**src/bbpb_pkg.sv**
```systemverilog
// Shared types and constants for the bloom bright-pass box-blur block.
`default_nettype none
package bbpb_pkg;

  localparam int PIX_W   = 16;
  localparam int OUT_W   = 13;
  localparam int RW_W    = 13;
  localparam int SUM_W   = 18;
  localparam int BLUR_W  = 16;
  localparam int SCALE_W = 20;
  localparam int FRAC_W  = 12;

  localparam int DIV3_SHIFT = 19;
  localparam int DIV3_PROD_W = 2 * SUM_W;
  localparam logic [SUM_W-1:0] DIV3_RECIP = SUM_W'(174763);

  localparam logic [OUT_W-1:0] ONE_Q12 = OUT_W'(4096);

  localparam logic [RW_W-1:0]  RESET_ROW_WIDTH = RW_W'(1024);
  localparam logic [PIX_W-1:0] RESET_THRESHOLD = PIX_W'(4096);
  localparam logic [PIX_W-1:0] RESET_GAIN      = PIX_W'(4096);

  typedef enum logic [1:0] {
    CFG_ROW_WIDTH = 2'd0,
    CFG_THRESHOLD = 2'd1,
    CFG_GAIN      = 2'd2
  } cfg_idx_e;

  typedef struct packed {
    logic s1_ld;
    logic s2_ld;
    logic s3_ld;
    logic o_ld;
  } stage_ld_t;

endpackage
`default_nettype wire

```
**src/bbpb_lane.sv**
```systemverilog
// Arithmetic lane: divide by three, apply gain, add original and saturate.
`default_nettype none
module bbpb_lane (
  input  wire logic                       clk_i,
  input  wire bbpb_pkg::stage_ld_t        ld_i,
  input  wire logic [bbpb_pkg::PIX_W-1:0] gain_i,
  input  wire logic [bbpb_pkg::PIX_W-1:0] orig_i,
  input  wire logic [bbpb_pkg::SUM_W-1:0] sum_i,
  output logic      [bbpb_pkg::OUT_W-1:0] pixel_o
);

  logic [bbpb_pkg::PIX_W-1:0]       s1_orig_q;
  logic [bbpb_pkg::SUM_W-1:0]       s1_sum_q;
  logic [bbpb_pkg::PIX_W-1:0]       s2_orig_q;
  logic [bbpb_pkg::BLUR_W-1:0]      s2_blur_q;
  logic [bbpb_pkg::PIX_W-1:0]       s3_orig_q;
  logic [bbpb_pkg::SCALE_W-1:0]     s3_scaled_q;
  logic [bbpb_pkg::OUT_W-1:0]       pix_q;

  logic [bbpb_pkg::DIV3_PROD_W-1:0] div_prod;
  logic [bbpb_pkg::BLUR_W-1:0]      blur_d;
  logic [2*bbpb_pkg::PIX_W-1:0]     gain_prod;
  logic [bbpb_pkg::SCALE_W-1:0]     scaled_d;
  logic [bbpb_pkg::SCALE_W:0]       total;
  logic [bbpb_pkg::OUT_W-1:0]       pix_d;

  assign div_prod  = bbpb_pkg::DIV3_PROD_W'(s1_sum_q)
                   * bbpb_pkg::DIV3_PROD_W'(bbpb_pkg::DIV3_RECIP);
  assign blur_d    = div_prod[bbpb_pkg::DIV3_SHIFT +: bbpb_pkg::BLUR_W];
  assign gain_prod = (2*bbpb_pkg::PIX_W)'(s2_blur_q) * (2*bbpb_pkg::PIX_W)'(gain_i);
  assign scaled_d  = gain_prod[bbpb_pkg::FRAC_W +: bbpb_pkg::SCALE_W];
  assign total     = (bbpb_pkg::SCALE_W+1)'(s3_orig_q) + (bbpb_pkg::SCALE_W+1)'(s3_scaled_q);

  always_comb begin
    if (total > (bbpb_pkg::SCALE_W+1)'(bbpb_pkg::ONE_Q12)) begin
      pix_d = bbpb_pkg::ONE_Q12;
    end else begin
      pix_d = total[bbpb_pkg::OUT_W-1:0];
    end
  end

  always_ff @(posedge clk_i) begin
    if (ld_i.s1_ld) begin
      s1_orig_q <= orig_i;
      s1_sum_q  <= sum_i;
    end
    if (ld_i.s2_ld) begin
      s2_orig_q <= s1_orig_q;
      s2_blur_q <= blur_d;
    end
    if (ld_i.s3_ld) begin
      s3_orig_q   <= s2_orig_q;
      s3_scaled_q <= scaled_d;
    end
    if (ld_i.o_ld) begin
      pix_q <= pix_d;
    end
  end

  assign pixel_o = pix_q;

endmodule
`default_nettype wire

```
**src/bloom_bright_pass_box_blur.sv**
```systemverilog
// Top level: bright pass, window state, elastic pipeline and output serializer.
//
//  channel | direction | handshake                  | payload
//  --------+-----------+----------------------------+-------------------------
//  in      | sink      | in_valid_i / in_stall_o    | pixel_in_i
//  out     | source    | out_valid_o / out_stall_i  | pixel_out_o, row_end_o
//  cfg     | sink      | cfg_valid_i / cfg_ready_o  | cfg_index_i, cfg_data_i
//
// One pixel is accepted per cycle while in_stall_o is low; a result is registered in
// s1, s2, s3 and then the output register. The last pixel of a row yields two results,
// which leave the output register in turn, so a full row of N pixels gives N results.
// Each stage is elastic: bubbles fill while the output is stalled.
// Reset clears the window state and all valid bits; config takes effect at once.
`default_nettype none
module bloom_bright_pass_box_blur #(
  parameter int MAX_WIDTH  = 4096,
  parameter int PIXEL_BITS = 16
) (
  input  wire logic                       clk_i,
  input  wire logic                       rst_ni,
  input  wire logic                       in_valid_i,
  output logic                            in_stall_o,
  input  wire logic [bbpb_pkg::PIX_W-1:0] pixel_in_i,
  output logic                            out_valid_o,
  input  wire logic                       out_stall_i,
  output logic      [bbpb_pkg::OUT_W-1:0] pixel_out_o,
  output logic                            row_end_o,
  input  wire logic                       cfg_valid_i,
  output logic                            cfg_ready_o,
  input  wire logic [1:0]                 cfg_index_i,
  input  wire logic [bbpb_pkg::PIX_W-1:0] cfg_data_i
);

  localparam int COL_W  = (MAX_WIDTH > 1) ? $clog2(MAX_WIDTH) : 1;
  localparam int WCMP_W = (COL_W + 1 > bbpb_pkg::RW_W) ? COL_W + 1 : bbpb_pkg::RW_W;
  localparam int PIX_KEEP = (PIXEL_BITS < bbpb_pkg::PIX_W) ? PIXEL_BITS : bbpb_pkg::PIX_W;
  localparam logic [bbpb_pkg::PIX_W-1:0] PIX_MASK =
    bbpb_pkg::PIX_W'(((bbpb_pkg::PIX_W+1)'(1) << PIX_KEEP) - (bbpb_pkg::PIX_W+1)'(1));

  logic [bbpb_pkg::RW_W-1:0]  row_width_q;
  logic [bbpb_pkg::PIX_W-1:0] threshold_q;
  logic [bbpb_pkg::PIX_W-1:0] gain_q;

  logic [COL_W-1:0]           column_q, column_d;
  logic [bbpb_pkg::PIX_W-1:0] bp_q, bp2_q, bp2_d, orig_prev_q;

  logic [1:0] s1v_q, s2v_q, s3v_q, ov_q;
  logic [1:0] s1v_d, s2v_d, s3v_d, ov_d;

  logic [WCMP_W-1:0]          rw_ext, eff_w, col_next;
  logic                       last, col0;
  logic [bbpb_pkg::PIX_W-1:0] pix, bright;
  logic [bbpb_pkg::SUM_W-1:0] sum0, sum1;

  logic in_acc, pop, o_free, s3_mv, s3_free, s2_mv, s2_free, s1_mv, s1_free;
  bbpb_pkg::stage_ld_t ld;
  logic [bbpb_pkg::OUT_W-1:0] lane0_pix, lane1_pix;

  assign cfg_ready_o = 1'b1;

  always_ff @(posedge clk_i or negedge rst_ni) begin
    if (!rst_ni) begin
      row_width_q <= bbpb_pkg::RESET_ROW_WIDTH;
      threshold_q <= bbpb_pkg::RESET_THRESHOLD;
      gain_q      <= bbpb_pkg::RESET_GAIN;
    end else if (cfg_valid_i) begin
      case (cfg_index_i)
        bbpb_pkg::CFG_ROW_WIDTH: row_width_q <= cfg_data_i[bbpb_pkg::RW_W-1:0];
        bbpb_pkg::CFG_THRESHOLD: threshold_q <= cfg_data_i;
        bbpb_pkg::CFG_GAIN:      gain_q      <= cfg_data_i;
        default: begin
        end
      endcase
    end
  end

  // Front: effective width, row position and bright pass
  always_comb begin
    rw_ext = WCMP_W'(row_width_q);
    if (rw_ext == '0) begin
      eff_w = WCMP_W'(1);
    end else if (rw_ext > WCMP_W'(MAX_WIDTH)) begin
      eff_w = WCMP_W'(MAX_WIDTH);
    end else begin
      eff_w = rw_ext;
    end
  end

  assign col_next = WCMP_W'(column_q) + WCMP_W'(1);
  assign last     = (col_next >= eff_w);
  assign column_d = last ? '0 : col_next[COL_W-1:0];
  assign col0     = (column_q == '0);

  assign pix    = pixel_in_i & PIX_MASK;
  assign bright = (pix > threshold_q) ? pix : '0;
  assign bp2_d  = col0 ? bright : bp_q;
  assign sum0   = bbpb_pkg::SUM_W'(bp2_q) + bbpb_pkg::SUM_W'(bp_q)
                + bbpb_pkg::SUM_W'(bright);
  assign sum1   = bbpb_pkg::SUM_W'(bp2_d) + {1'b0, bright, 1'b0};

  // Elastic stage control
  assign pop     = out_valid_o && !out_stall_i;
  assign o_free  = (ov_q == 2'b00) || (pop && (ov_q != 2'b11));
  assign s3_mv   = (|s3v_q) && o_free;
  assign s3_free = !(|s3v_q) || s3_mv;
  assign s2_mv   = (|s2v_q) && s3_free;
  assign s2_free = !(|s2v_q) || s2_mv;
  assign s1_mv   = (|s1v_q) && s2_free;
  assign s1_free = !(|s1v_q) || s1_mv;
  assign in_acc  = in_valid_i && s1_free;
  assign in_stall_o = !s1_free;

  assign ld.s1_ld = in_acc;
  assign ld.s2_ld = s1_mv;
  assign ld.s3_ld = s2_mv;
  assign ld.o_ld  = s3_mv;

  always_comb begin
    s1v_d = s1v_q;
    if (in_acc) begin
      s1v_d = {last, !col0};
    end else if (s1_mv) begin
      s1v_d = 2'b00;
    end
    s2v_d = s2v_q;
    if (s1_mv) begin
      s2v_d = s1v_q;
    end else if (s2_mv) begin
      s2v_d = 2'b00;
    end
    s3v_d = s3v_q;
    if (s2_mv) begin
      s3v_d = s2v_q;
    end else if (s3_mv) begin
      s3v_d = 2'b00;
    end
    ov_d = ov_q;
    if (s3_mv) begin
      ov_d = s3v_q;
    end else if (pop) begin
      if (ov_q[0]) begin
        ov_d[0] = 1'b0;
      end else begin
        ov_d[1] = 1'b0;
      end
    end
  end

  always_ff @(posedge clk_i or negedge rst_ni) begin
    if (!rst_ni) begin
      column_q    <= '0;
      bp_q        <= '0;
      bp2_q       <= '0;
      orig_prev_q <= '0;
      s1v_q       <= '0;
      s2v_q       <= '0;
      s3v_q       <= '0;
      ov_q        <= '0;
    end else begin
      if (in_acc) begin
        column_q    <= column_d;
        bp_q        <= bright;
        bp2_q       <= bp2_d;
        orig_prev_q <= pix;
      end
      s1v_q <= s1v_d;
      s2v_q <= s2v_d;
      s3v_q <= s3v_d;
      ov_q  <= ov_d;
    end
  end

  bbpb_lane u_lane0 (
    .clk_i   (clk_i),
    .ld_i    (ld),
    .gain_i  (gain_q),
    .orig_i  (orig_prev_q),
    .sum_i   (sum0),
    .pixel_o (lane0_pix)
  );

  bbpb_lane u_lane1 (
    .clk_i   (clk_i),
    .ld_i    (ld),
    .gain_i  (gain_q),
    .orig_i  (pix),
    .sum_i   (sum1),
    .pixel_o (lane1_pix)
  );

  assign out_valid_o = |ov_q;
  assign pixel_out_o = ov_q[0] ? lane0_pix : lane1_pix;
  assign row_end_o   = !ov_q[0];

endmodule
`default_nettype wire

```
**config.mk**
```make
export PLATFORM = sky130hd
export DESIGN_NAME = bloom_bright_pass_box_blur
export DESIGN_NICKNAME = d
export VERILOG_FILES = /design/src/bbpb_pkg.sv /design/src/bbpb_lane.sv /design/src/bloom_bright_pass_box_blur.sv
export SDC_FILE = /design/constraint.sdc
export NUM_CORES = 2
export LEC_CHECK = 0
export BUFFER_PORTS_ARGS = -buffer_cell sky130_fd_sc_hd__clkbuf_2
export CORE_MARGIN = 5
export CORE_UTILIZATION = 30
export DETAILED_ROUTE_END_ITERATION = 16
export PLACE_DENSITY = 0.51
export SETUP_SLACK_MARGIN = 0.15
export SYNTH_ARGS = -nofsm -noshare
export SYNTH_HDL_FRONTEND = slang
export SYNTH_HIERARCHICAL = 1
export SYNTH_SLANG_ARGS = --single-unit
```
**constraint.sdc**
```tcl
create_clock -name clk_i -period 5.55 [get_ports clk_i]
set_input_delay 0 -clock clk_i [delete_from_list [all_inputs] [get_ports clk_i]]
set_output_delay 0 -clock clk_i [all_outputs]
set_load 0.1 [all_outputs]
```
==> results_dict.tcl <==
set metrics [dict create \
    status "complete, but fails checks" \
    violations "negative setup slack" \
    io_pins 56 \
    path_max_fanout 7 \
    vias_per_cell 4.52 \
    yosysTopAreaCell "fa_1" \
    dp_slack_ps -522 \
    drt-initial-drc-count 1541 \
    cp.required_ps 5960 \
    worst_pin_slew_ps 1170 \
    fin_nets 5983 \
    antenna_found_initial 11 \
    place_congestion 0.863 \
    clkLatencyLatePin_ps 630 \
    antennaDiodeCount 0 \
    grt_pass1_wl_microns 181000 \
    netlist_instances 4252 \
    relSlewSlack 0.214 \
    hold_depth 5 \
    r2r_end "u_lane0/s3_scaled_q[19]" \
    wire_per_inst_microns 16.9 \
    min_from "in_valid_i" \
    layout_setup_ws_ps -329 \
    dp_cells 6470 \
    cap_violations 0 \
    synth_area_leaders "fa_1 (29%), ha_1 (17%), edfxtp_1 (16%)" \
    die_y_microns 391 \
    fin_crit_sh 1.06 \
    grt_max_degree 82 \
    die_width_microns 391 \
    wl_microns 113000 \
    postRouteAntennaNets 0 \
    start_kind "register" \
    setup_violations 35 \
    dieArea_sq_um 153000 \
    num_rows 139 \
    core-area_sq_um 144000 \
    h-tree-depth 2 \
    synth_top_area_frac 0.288 \
    min_to "orig_prev_q[9]" \
    setup_tns_ps -6170 \
    rrSetupSlack_ps -330 \
    area_growth_pct 21.3 \
    final_util 0.367 \
    reg2reg_depth 21 \
    period_minus_slack_ps 5880 \
    cts_buffers 41 \
    ys_async_sr_fraction 0.329 \
    worstPathArrival_ps 6290 \
    syn_nets 5516 \
    rsz0062_at_grt "true" \
    syn-cell-area_sq_um 43600 \
    final_cells 6654 \
    avgSynthCellArea_sq_um 10.3 \
    ys_seq_elements 343 \
    r2r_start "gain_q[6]" \
    port_buffers 54 \
    cts_root_buffer "clkbuf_16" \
    clock-sinks 343 \
    synth_warnings 6 \
    ys_seq_area_frac 0.223 \
    end_kind "register" \
    hold_violations 0 \
    synth_ff_type "edfxtp_1" \
    drive_above_1_share 0.200 \
    ys_types 91 \
    drv_slew 0 \
    path_class "reg -> reg" \
    synth-edff-count 230 \
    timing.fmax_mhz 170 \
    drc_errors 0 \
    route.vias.total 30081 \
    cts_tree "done" \
    drt_pass1_iterations 5 \
    clock_path_buffers 3 \
    place_hpwl_microns 94100 \
    grt_pass1_vias 32575 \
    grt_overflow 0 \
    start_util 0.303 \
    track_usage 0.150 \
    clock_skew_ps 59.9 \
    hold_class "in -> reg" \
    path_clk_slew_ps 70 \
]
## logic make-up (layout without fill, tap and decap cells)
logic type,count (synthesis),count (layout),share of synthesized area
AOI/OAI and AO/OA,428,428,0.0661
xor gates and xnor gates,135,135,0.0271
adders and majority gates,1226,1226,0.460
buffers and inverters,1010,1509,0.0880
DFF,343,343,0.223
muxes,76,76,0.0198
other,1,1,0.0000860
and+or+nand+nor,1033,1033,0.116
## sequential cells by signal (all words and copies together) (netlist names), 16 cells and up
name	count
u_lane0/s3_scaled_q	20
u_lane1/s3_scaled_q	20
u_lane0/s1_sum_q	18
u_lane1/s1_sum_q	18
bp2_q	16
bp_q	16
gain_q	16
orig_prev_q	16
threshold_q	16
u_lane0/s1_orig_q	16
u_lane0/s2_blur_q	16
u_lane0/s2_orig_q	16
u_lane0/s3_orig_q	16
u_lane1/s1_orig_q	16
u_lane1/s2_blur_q	16
u_lane1/s2_orig_q	16
u_lane1/s3_orig_q	16
## placed cells by master (no fill, tap or decap), types with 33 or more instances in the layout
| master | instances |
|---|---|
| ha_4 | 45 |
| o21ai_0 | 53 |
| a21o_1 | 38 |
| nor2_1 | 107 |
| dfrtp_1 | 96 |
| and2_1 | 228 |
| buf_6 | 50 |
| xor2_1 | 45 |
| a21oi_2 | 33 |
| clkbuf_16 | 42 |
| nand2_1 | 449 |
| dlygate4sd3_1 | 39 |
| ha_1 | 545 |
| edfxtp_1 | 230 |
| fa_1 | 602 |
| buf_4 | 350 |
| inv_2 | 40 |
| inv_1 | 878 |
| clkbuf_2 | 53 |
| mux2_2 | 71 |
| a21oi_1 | 81 |
| xnor2_1 | 81 |
## metrics by stage
| step | cell area [sq um] | hold WS (ps) |
|---|---|---|
| floorplan | 44100 | -296 |
| global placement | 49000 | 4.25 |
| detailed placement | 49000 | 5.73 |
| CTS | 51800 | 114 |
| global route | 52900 | 140 |
| finish | 52900 | 110 |
## routing by layer
layer  vias up  wire, microns  global-route usage
met5         -             13                   0
met4         2           1760              0.0249
met3       111           5520              0.0284
met2       458          52000               0.246
met1     14957          53400               0.210
li1      14553              -                   -
## cell type report
type                       instances  area, sq um
fill                           14492        91100
multi-input combinational       2899        31600
sequential                       343         9760
timing repair buffer             515         4300
inverter                         919         3450
tap                             1903         2380
clock buffer                      53         1100
clock inverter                    22          325
## worst max path at each step
stage / endpoint / startpoint / cells after the start
2_1_floorplan: u_lane1/s3_scaled_q[17] / gain_q[4] / 21
3_3_place_gp: u_lane1/s3_scaled_q[16] / gain_q[5] / 21
3_5_place_dp: u_lane1/s3_scaled_q[17] / gain_q[5] / 20
4_1_cts: u_lane0/s3_scaled_q[19] / gain_q[5] / 21
5_1_grt: u_lane1/s3_scaled_q[16] / gain_q[8] / 22
6_report: u_lane0/s3_scaled_q[19] / gain_q[6] / 21
## timing repair
item / 4_1_cts / 5_1_grt
gates cloned: 0 / 1
hold buffers: 40 / 0
pin swaps: 96 / 145
endpoints found under the hold margin: 196 / 0
gates resized for setup: 141 / 186
setup buffers: 42 / 26
setup endpoints to repair: 59 / 67
## worst max-delay path, stage by stage, from the launching register on
cell and delay (ps):
dfrtp_2 460, buf_12 160, and2_4 140, fa_1 540, inv_2 40, fa_2 540
inv_1 50, fa_1 550, fa_2 450, fa_1 500, inv_2 40, fa_1 510
inv_2 50, ha_4 240, a21oi_4 140, o21ai_4 90, a221oi_4 270, o31ai_4 140
nand4_1 170, a21oi_2 110, or2_4 260, a311oi_1 210
## cells in the mapped netlist (all sizes together) (4+ instances only)
library cell and count:
and2 250, nor2 121, a211o 4, o21bai 15, nand3 47, a21oi 120, o211ai 14, xor2 48
a21o 38, o21a 20, ha 599, nand4 22, nor4 11, a22o 6, dfrtp 110, edfxtp 230
a31oi 38, or2 5, o22ai 4, nor3 35, a41oi 5, buf 17, nor2b 16, nor3b 5
a211oi 26, nand2b 7, and3 23, mux2 73, fa 626, o31ai 11, nand3b 4, inv 919
and4 4, a21boi 4, a41o 4, clkbuf 74, a31o 5, xnor2 87, o21ai 85, or3 6
nand2 462
Power is left out: the tool's default activity adds up to more than one toggle a clock period on the data nets, which glitch-free logic cannot reach.
